`config.mk`:
```
export PLATFORM = sky130hd
export DESIGN_NAME = order_flow_imbalance
export DESIGN_NICKNAME = d
export VERILOG_FILES = /design/src/design/ofi_pkg.sv /design/src/design/order_flow_imbalance.sv
export SDC_FILE = /design/constraint.sdc
export NUM_CORES = 1
export LEC_CHECK = 0
export BUFFER_PORTS_ARGS = -buffer_cell sky130_fd_sc_hd__buf_4
export CORE_MARGIN = 5
export CORE_UTILIZATION = 28
export CTS_CLUSTER_DIAMETER = 30
export DETAILED_ROUTE_END_ITERATION = 16
export HOLD_SLACK_MARGIN = 0.08
export PLACE_DENSITY = 0.51
export SLEW_MARGIN = 20
export SYNTH_ARGS = -nofsm -noshare
export SYNTH_HDL_FRONTEND = slang
export SYNTH_SLANG_ARGS = --single-unit
```
`constraint.sdc`:
```
create_clock -name clk_i -period 23.2 [get_ports clk_i]
set_input_delay 2.32 -clock clk_i [delete_from_list [all_inputs] [get_ports clk_i]]
set_output_delay 2.32 -clock clk_i [all_outputs]
set_load 0.005 [all_outputs]
```
`src/design/ofi_pkg.sv`:
```
`timescale 1ns / 1ps

package ofi_pkg;

  // Book depth and field widths
  localparam int Levels    = 5;
  localparam int PriceBits = 32;
  localparam int QtyBits   = 32;
  localparam int LevelBits = 3;
  localparam int SumBits   = 37;

  // Index into the per-level store
  localparam int LvlIdxBits = (Levels > 1) ? $clog2(Levels) : 1;

  // One side's signed quantity change
  localparam int DeltaBits = QtyBits + 1;

  // Accumulator headroom before saturation
  localparam int AccBits = ((SumBits > QtyBits + 2) ? SumBits : QtyBits + 2) + 1;

endpackage

```
`src/design/order_flow_imbalance.sv`:
```
`timescale 1ns / 1ps
// A snapshot's sum passes from its last level in the input register to the result register, and
// is offered on the output from there until it transfers.
// Throughput: one level per cycle; the per-level store is read and written in the compute cycle.
// A last level waits in the input register only while an earlier sum is still not taken.
// Reset (rst_ni low, asynchronous): both stages empty, all stored levels absent, sum cleared.

module order_flow_imbalance (
  input  logic                                   clk_i,
  input  logic                                   rst_ni,
  input  logic                                   in_valid_i,
  output logic                                   in_ready_o,
  input  logic [ofi_pkg::LevelBits-1:0]          level_i,
  input  logic [ofi_pkg::PriceBits-1:0]          bid_price_i,
  input  logic [ofi_pkg::QtyBits-1:0]            bid_qty_i,
  input  logic                                   bid_valid_i,
  input  logic [ofi_pkg::PriceBits-1:0]          ask_price_i,
  input  logic [ofi_pkg::QtyBits-1:0]            ask_qty_i,
  input  logic                                   ask_valid_i,
  input  logic                                   last_level_i,
  output logic                                   out_valid_o,
  input  logic                                   out_ready_i,
  output logic signed [ofi_pkg::SumBits-1:0]     imbalance_o
);

  localparam int PB  = ofi_pkg::PriceBits;
  localparam int QB  = ofi_pkg::QtyBits;
  localparam int DB  = ofi_pkg::DeltaBits;
  localparam int AB  = ofi_pkg::AccBits;
  localparam int SB  = ofi_pkg::SumBits;
  localparam int LIB = ofi_pkg::LvlIdxBits;

  // Saturation limits of the running sum, widened to the accumulator
  localparam logic signed [AB-1:0] SumMax = AB'(signed'({1'b0, {(SB-1){1'b1}}}));
  localparam logic signed [AB-1:0] SumMin = AB'(signed'({1'b1, {(SB-1){1'b0}}}));

  // Quantity change on one side; improve means the price became more aggressive
  function automatic logic signed [DB-1:0] side_delta(
    input logic          pv,
    input logic [QB-1:0] pq,
    input logic          cv,
    input logic [QB-1:0] cq,
    input logic          same,
    input logic          improve
  );
    logic signed [DB-1:0] pqs;
    logic signed [DB-1:0] cqs;
    pqs = signed'({1'b0, pq});
    cqs = signed'({1'b0, cq});
    priority if (!pv && !cv) begin
      return '0;
    end else if (!pv) begin
      return cqs;
    end else if (!cv) begin
      return -pqs;
    end else if (same) begin
      return cqs - pqs;
    end else if (improve) begin
      return cqs;
    end else begin
      return -pqs;
    end
  endfunction

  // ---------------------------------------------------------------------------
  // Input register: hold one level until the compute cycle can take it
  // ---------------------------------------------------------------------------
  logic                          s1_valid_q, s1_valid_d;
  logic [ofi_pkg::LevelBits-1:0] level_q;
  logic [PB-1:0]                 bid_price_q, ask_price_q;
  logic [QB-1:0]                 bid_qty_q, ask_qty_q;
  logic                          bid_valid_q, ask_valid_q, last_q;

  logic s1_fire;
  logic in_xfer;
  logic out_valid_q, out_valid_d;

  // A non-last level only updates state, so it never waits on the output side
  assign s1_fire    = s1_valid_q && (!last_q || !out_valid_q || out_ready_i);
  assign in_ready_o = !s1_valid_q || s1_fire;
  assign in_xfer    = in_valid_i && in_ready_o;

  always_comb begin
    s1_valid_d = s1_valid_q;
    if (in_xfer) begin
      s1_valid_d = 1'b1;
    end else if (s1_fire) begin
      s1_valid_d = 1'b0;
    end
  end

  always_ff @(posedge clk_i or negedge rst_ni) begin
    if (!rst_ni) begin
      s1_valid_q <= 1'b0;
    end else begin
      s1_valid_q <= s1_valid_d;
    end
  end

  always_ff @(posedge clk_i) begin
    if (in_xfer) begin
      level_q     <= level_i;
      bid_price_q <= bid_price_i;
      bid_qty_q   <= bid_qty_i;
      bid_valid_q <= bid_valid_i;
      ask_price_q <= ask_price_i;
      ask_qty_q   <= ask_qty_i;
      ask_valid_q <= ask_valid_i;
      last_q      <= last_level_i;
    end
  end

  // ---------------------------------------------------------------------------
  // Previous snapshot, one entry per level. Valid bits reset; prices and
  // quantities are only looked at once their level has been seen.
  // ---------------------------------------------------------------------------
  logic [PB-1:0] prev_bid_price_q [ofi_pkg::Levels];
  logic [QB-1:0] prev_bid_qty_q   [ofi_pkg::Levels];
  logic [PB-1:0] prev_ask_price_q [ofi_pkg::Levels];
  logic [QB-1:0] prev_ask_qty_q   [ofi_pkg::Levels];
  logic [ofi_pkg::Levels-1:0] prev_bid_valid_q, prev_ask_valid_q;

  logic           lvl_ok;
  logic [LIB-1:0] idx;
  logic           wr_en;

  // Levels beyond the book depth add nothing and store nothing
  assign lvl_ok = 32'(level_q) < ofi_pkg::Levels;
  assign idx    = LIB'(level_q);
  assign wr_en  = s1_fire && lvl_ok;

  always_ff @(posedge clk_i or negedge rst_ni) begin
    if (!rst_ni) begin
      prev_bid_valid_q <= '0;
      prev_ask_valid_q <= '0;
    end else if (wr_en) begin
      prev_bid_valid_q[idx] <= bid_valid_q;
      prev_ask_valid_q[idx] <= ask_valid_q;
    end
  end

  always_ff @(posedge clk_i) begin
    if (wr_en) begin
      prev_bid_price_q[idx] <= bid_price_q;
      prev_bid_qty_q[idx]   <= bid_qty_q;
      prev_ask_price_q[idx] <= ask_price_q;
      prev_ask_qty_q[idx]   <= ask_qty_q;
    end
  end

  // ---------------------------------------------------------------------------
  // Per-level delta and saturating accumulate
  // ---------------------------------------------------------------------------
  logic [PB-1:0] pbp, pap;
  logic [QB-1:0] pbq, paq;
  logic          pbv, pav;
  logic signed [DB-1:0] db, da;
  logic signed [AB-1:0] d, acc, acc_sat;
  logic signed [SB-1:0] sum_q, sum_d, base;
  logic signed [SB-1:0] out_imb_q;

  always_comb begin
    pbp = prev_bid_price_q[idx];
    pbq = prev_bid_qty_q[idx];
    pap = prev_ask_price_q[idx];
    paq = prev_ask_qty_q[idx];
    pbv = lvl_ok && prev_bid_valid_q[idx];
    pav = lvl_ok && prev_ask_valid_q[idx];

    // Bid improves on a higher price, ask on a lower one
    db = side_delta(pbv, pbq, bid_valid_q, bid_qty_q,
                    bid_price_q == pbp, bid_price_q > pbp);
    da = side_delta(pav, paq, ask_valid_q, ask_qty_q,
                    ask_price_q == pap, ask_price_q < pap);
    d   = AB'(db) - AB'(da);
    acc = AB'(sum_q) + d;

    priority if (acc > SumMax) begin
      acc_sat = SumMax;
    end else if (acc < SumMin) begin
      acc_sat = SumMin;
    end else begin
      acc_sat = acc;
    end

    base  = lvl_ok ? SB'(acc_sat) : sum_q;
    sum_d = sum_q;
    if (s1_fire) begin
      // The last level closes the snapshot: emit and clear
      sum_d = last_q ? '0 : base;
    end
  end

  always_ff @(posedge clk_i or negedge rst_ni) begin
    if (!rst_ni) begin
      sum_q <= '0;
    end else begin
      sum_q <= sum_d;
    end
  end

  // ---------------------------------------------------------------------------
  // Result register: hold the sum until its transfer
  // ---------------------------------------------------------------------------
  always_comb begin
    out_valid_d = out_valid_q;
    if (s1_fire && last_q) begin
      out_valid_d = 1'b1;
    end else if (out_ready_i) begin
      out_valid_d = 1'b0;
    end
  end

  always_ff @(posedge clk_i or negedge rst_ni) begin
    if (!rst_ni) begin
      out_valid_q <= 1'b0;
    end else begin
      out_valid_q <= out_valid_d;
    end
  end

  always_ff @(posedge clk_i) begin
    if (s1_fire && last_q) begin
      out_imb_q <= base;
    end
  end

  assign out_valid_o = out_valid_q;
  assign imbalance_o = out_imb_q;

endmodule

```
==> metrics, run 1 <==
outcome complete, no violations; Synth Instances 3028; PwrDens 119.7 nW/um2; top fanout value on the critical path 56; Highest Clock Rate 92.92 MHz; number of synthesized flops with an enable pin 811; Top Ports 177; Worst VDD drop 0.08518 mV; largest net degree at the start of global routing 106; number of clock sinks 863; number of buffers between clock root and the deepest sink 3; Leakage 19.27 nW; worst min path class reg2reg; die width 399.5 um; CTS tree yes; Antenna diodes 0; WL per Instance 21.89 um; first-pass GRT wire length 178.7 mm; relative slew slack 0.2996; gpl congestion 0.8851; skew final 49.19 ps; Worst Reg-to-Reg Cells 28; number of setup violations in the final report 0; Core ar. 151400 um2; total of hold buffers inserted after clock tree synthesis 0; TritonCTS Buffers 178; via density per instance 4.822; estimated wirelength of the detail-placed design 80.72 mm; total number of vias 26420; Final Hold Viols 0; worst-path cell with the longest stage delay sky130_fd_sc_hd__a21oi_1; measured slew at the worst slew-check pin 1051 ps; share of cells above drive strength 1 0.1963; prevailing post-synth register cell sky130_fd_sc_hd__edfxtp_1; number of distinct library cells after synthesis 94; fraction of synthesis flops using an asynchronous set or reset pin 0.05678; count of synthesis-stage warnings from yosys 0; total of fill cells in the finished design 14800; total of max-cap violations 0; Critical Path Start Type flip-flop; number of nets in the final layout 3641; Post-Syn Area per Cell 14.03 um2; Root Buffer Master sky130_fd_sc_hd__clkbuf_16; synthesis-stage register bit count 863; RSZ-0062 raised after global routing no; Die H 399.5 um; shortest clock period the worst path allows after layout 10760 ps; Row Count 143; clock-pin transition on the worst setup and hold timing paths 40 ps; H-tree depth 4; post-CTS setup-driven buffer insertion count 0; Post-Layout Inst Area 52260 um2; DRC violations left 0; initial cell density of the core 0.2806; crit path kind reg2reg; post-route setup TNS 0 ps; router iterations before antenna repair 6; leading cell types in the layout, fill and taps excluded sky130_fd_sc_hd__edfxtp_1, sky130_fd_sc_hd__buf_4, sky130_fd_sc_hd__nand2_1, sky130_fd_sc_hd__clkbuf_16, sky130_fd_sc_hd__a21oi_1; Routed Wire Length 120.0 mm; area of the die 159600 um2; layout-stage area growth over the synthesis result 23.01%; most common cell after layout, fill and taps aside sky130_fd_sc_hd__edfxtp_1; endpoint arrival time on the critical path 11400 ps; summed instance area of the synthesized netlist 42480 um2; max-slew violations 0; longest individual stage delay on the worst path 810 ps; Hold Crit Depth 2; kind of end point of the critical path flip-flop; number of antenna violations at the first check in global routing 2; Total Routing Usage GR 0.1497; aggregate global routing overflow 0; required time at the worst-slack endpoint 23840 ps; # resized after CTS 0; violation count after the first detailed-routing iteration 2066; number of port buffers 176; crit share post-route 0.4639; post-place instance area 46060 um2; vias in the first global route 27220; Seq/Total Area, Yosys 0.6036; residual antenna-violating net count after detailed routing 0; clock latency on the worst-skew pair 790 ps; Syn Nets 3373
[synth_stat cells (all sizes together) (12+ instances only)]
library cell	number	area, um2
a211oi	30	225.2
a21o	65	488.0
a21oi	175	875.8
a22oi	29	217.7
a31oi	15	93.84
and2	20	126.4
and3	28	175.2
and4	12	107.6
buf	41	322.8
clkbuf	84	325.3
dfrtp	49	1226
edfxtp	811	24350
fa	39	780.8
ha	168	2102
inv	154	578.1
mux2	24	270.3
mux2i	134	1349
mux4	111	2537
nand2	181	681.9
nand2b	26	162.7
nand3	52	260.3
nand4	28	190.2
nor2	127	484.2
nor2b	25	156.4
nor3	32	160.2
o211ai	29	217.7
o21a	19	142.6
o21ai	156	780.8
o22ai	45	281.5
o31ai	12	95.09
or2	12	75.08
xnor2	84	735.7
xor2	59	516.8
[final cells by class]
type | instances | area, um2 | share of cell area
Timing Repair Buffer | 213 | 1624 | 0.03108
Tap cell | 2030 | 2540 | 0.04861
Clock inverter | 126 | 1564 | 0.02993
Clock buffer | 207 | 4636 | 0.08871
Inverter | 154 | 608.1 | 0.01164
Multi-Input combinational cell | 1886 | 15640 | 0.2992
Sequential cell | 863 | 25650 | 0.4908
[worst max-delay path, delay by kind of cell (launching register included)]
| kind | cells | cell delay, ps |
|---|---|---|
| DFF | 1 | 290 |
| muxes | 1 | 170 |
| adders and majority gates | 3 | 1220 |
| buffers and inverters | 6 | 2140 |
| and+or+nand+nor | 6 | 2310 |
| xor gates and xnor gates | 1 | 460 |
| AOI/OAI and AO/OA | 11 | 3890 |
[state kept, by name, indices dropped and copies added (netlist names), named ones only]
signal / count
ask_price_q: 32
ask_qty_q: 32
ask_valid_q: 1
bid_price_q: 32
bid_qty_q: 32
bid_valid_q: 1
idx: 3
imbalance_o: 37
last_q: 1
out_valid_o: 1
prev_ask_price_q: 160
prev_ask_qty_q: 160
prev_ask_valid_q: 5
prev_bid_price_q: 160
prev_bid_qty_q: 160
prev_bid_valid_q: 5
s1_valid_q: 1
sum_q: 37
[metal layers]
layer,track usage,up-vias,wire (um)
met5,0,-,13
met2,0.2485,636,57960
met4,0.05151,2,3403
li1,-,12330,-
met1,0.1973,13270,53640
met3,0.02731,180,4932
[power breakdown]
| part | internal [mW] | switching (mW) |
|---|---|---|
| Combinational | 0.656 | 1.09 |
| Clock | 1.71 | 0.862 |
| Sequential | 1.87 | 0.0749 |
[through the flow]
step | power [mW] | std cells | util | hold slack (ps) | setup slack, ps
finish | 6.252 | 5479 | 0.3452 | 471.9 | 12440
CTS | 6.313 | 5479 | 0.3452 | 478.3 | 12440
global route | 6.573 | 5479 | 0.3452 | 499.5 | 11640
detailed placement | 3.702 | 5146 | 0.3043 | 469.9 | 12480
global placement | 3.699 | 5146 | 0.3043 | 459.1 | 12690
floorplan | 3.128 | 3028 | - | 444.4 | 14090
[worst paths after layout]
check / slack [ps] / to / startpoint
worst min-delay path: 470 / sum_q[16] / sum_q[16]
max in group asynchronous: 21110 / sum_q[5] / rst_ni
min in group asynchronous: 1600 / sum_q[16] / rst_ni
worst max-delay path: 12440 / sum_q[14] / flip-flop
worst min register to register: 470 / sum_q[16] / sum_q[16]
worst max register to register: 12440 / sum_q[14] / flip-flop
[kinds of logic (layout without fill, tap and decap cells)]
| group | count (synthesis) | count (layout) | share of synthesized area |
|---|---|---|---|
| flops | 863 | 863 | 0.6036 |
| compound gates | 685 | 685 | 0.1039 |
| simple gates | 581 | 581 | 0.06825 |
| buf+inv | 279 | 700 | 0.02886 |
| mux | 269 | 269 | 0.09785 |
| fa+ha+maj | 208 | 208 | 0.06810 |
| xor+xnor | 143 | 143 | 0.02948 |
Power figures use the tool's default switching activity.
==> inputs of run 2 (changes only) <==
==> constraint.sdc (replaced) <==
create_clock -name clk_i -period 10.03 [get_ports clk_i]
set_input_delay 1.003 -clock clk_i [delete_from_list [all_inputs] [get_ports clk_i]]
set_output_delay 1.003 -clock clk_i [all_outputs]
set_load 0.005 [all_outputs]
==> run 2 against run 1 <==
Against the previous run:
- first-iteration DRC count down 16%
- utilization up 0.064 points
- final cell count about the same
- non-clock buffer count up 22
- maximum frequency up 18%
- power up 130%
- die area unchanged
- highest routed layer is now met4
==> metrics, run 2 (synthesis results as in run 1) <==
outcome complete, no violations; initial cell density of the core 0.2806; Top Ports 177; worst reg2reg setup slack 930 ps; aggregate global routing overflow 0; Die H 399.5 um; total of hold buffers inserted after clock tree synthesis 0; number of antenna violations at the first check in global routing 5; TritonCTS Buffers 168; crit share post-route 0.9073; Leakage 19.28 nW; number of port buffers 176; total number of vias 26570; router iterations before antenna repair 5; Worst Reg-to-Reg Cells 27; final setup slack of the worst path 929.6 ps; Final Hold Viols 0; number of clock sinks 863; residual antenna-violating net count after detailed routing 0; number of buffers between clock root and the deepest sink 3; post-route setup TNS 0 ps; vias in the first global route 27090; WL per Instance 21.87 um; total of max-cap violations 0; violation count after the first detailed-routing iteration 1745; most common cell after layout, fill and taps aside sky130_fd_sc_hd__edfxtp_1; post-place instance area 46280 um2; die width 399.5 um; terminus of the critical flop-to-flop path imbalance_o[21]; longest individual stage delay on the worst path 850 ps; Routed Wire Length 119.9 mm; PwrDens 275.9 nW/um2; clock latency on the worst-skew pair 800 ps; Post-Layout Inst Area 52350 um2; Row Count 143; estimated wirelength of the detail-placed design 83.69 mm; top fanout value on the critical path 35; measured slew at the worst slew-check pin 1263 ps; RSZ-0062 raised after global routing no; layout-stage area growth over the synthesis result 23.24%; skew final 64.19 ps; clock-pin transition on the worst setup and hold timing paths 50 ps; share of cells above drive strength 1 0.1972; largest net degree at the start of global routing 106; endpoint arrival time on the critical path 9550 ps; Root Buffer Master sky130_fd_sc_hd__clkbuf_16; Highest Clock Rate 109.9 MHz; max-slew violations 0; total of fill cells in the finished design 14760; number of setup violations in the final report 0; Total Routing Usage GR 0.1489; CTS tree yes; relative slew slack 0.1546; required time at the worst-slack endpoint 10480 ps; Core ar. 151400 um2; number of nets in the final layout 3653; pre-CTS WS 999.0 ps; DRC violations left 0; Most Frequent Cell on Critical Path sky130_fd_sc_hd__o21ai_0; Worst VDD drop 0.2229 mV; area of the die 159600 um2; first-pass GRT wire length 177.5 mm; worst-path cell with the longest stage delay sky130_fd_sc_hd__dfxtp_4; leading cell types in the layout, fill and taps excluded sky130_fd_sc_hd__edfxtp_1, sky130_fd_sc_hd__buf_4, sky130_fd_sc_hd__nand2_1; gpl congestion 0.8963; crit path kind reg2reg; # resized after CTS 0; via density per instance 4.848; Critical Path Start Type flip-flop; worst min path class in2async; H-tree depth 4; post-CTS setup-driven buffer insertion count 0; kind of end point of the critical path flip-flop; shortest clock period the worst path allows after layout 9100 ps
run 2: cell count changes in the layout (fill, tap and decap cells not counted), sizes merged:
cell      change
inv           +8
clkbuf        -8
clkinvlp      +4
clkinv       -30
bufinv        +4
buf          +22
diode         +2
run 2: stage by stage:
stage,instances,hold WS (ps),utilization,power (mW)
after detailed placement,5168,470.0,0.3058,8.653
final,5481,256.9,0.3459,14.44
after global placement,5168,460.5,0.3058,8.639
after floorplan,3028,444.4,-,7.236
after global routing,5479,283.2,0.3458,15.18
after CTS,5479,247.8,0.3458,14.58
run 2: power breakdown:
| group | total (mW) | switching, mW | internal [mW] |
|---|---|---|---|
| registers | 4.49 | 0.181 | 4.31 |
| logic | 4.09 | 2.54 | 1.55 |
| clock network | 5.86 | 1.97 | 3.89 |
run 2: area by class of cell:
type | count | area, um2 | area share
diodes | 2 | 5.005 | 0.00009560
flip-flops and latches | 863 | 25650 | 0.4899
inverters | 154 | 608.1 | 0.01162
clock buffers | 199 | 4372 | 0.08351
well taps | 2030 | 2540 | 0.04852
repair buffers | 235 | 1852 | 0.03537
clock inverters | 112 | 1692 | 0.03231
multi-input cells | 1886 | 15640 | 0.2987
run 2: worst max-delay path by stage:
stage / start / to / slack, ps
3_5_place_dp: flip-flop / imbalance_o[29] / 1000
2_1_floorplan: flip-flop / imbalance_o[15] / 1220
6_report: flip-flop / imbalance_o[21] / 930
5_1_grt: flip-flop / imbalance_o[21] / 340
3_3_place_gp: flip-flop / imbalance_o[30] / 1000
4_1_cts: flip-flop / imbalance_o[21] / 900
run 2: metal layers:
metal / vias up / GRT usage / share of wire
li1: 12360 / - / -
met1: 13390 / 0.1923 / 0.44
met2: 661 / 0.2507 / 0.49
met3: 166 / 0.02955 / 0.043
met4: 0 / 0.04965 / 0.027
met5: - / 0 / 0
run 2: worst max-delay path: cells and delay by family (launching register included):
| kind | cells | cell delay (ps) |
|---|---|---|
| XOR/XNOR | 1 | 140 |
| flip-flops | 1 | 850 |
| adder cells (fa/ha/maj) | 3 | 1150 |
| AND/OR/NAND/NOR | 5 | 1540 |
| multiplexers | 2 | 900 |
| AO/OA/AOI/OAI | 14 | 3580 |
| buffers and inverters | 2 | 600 |
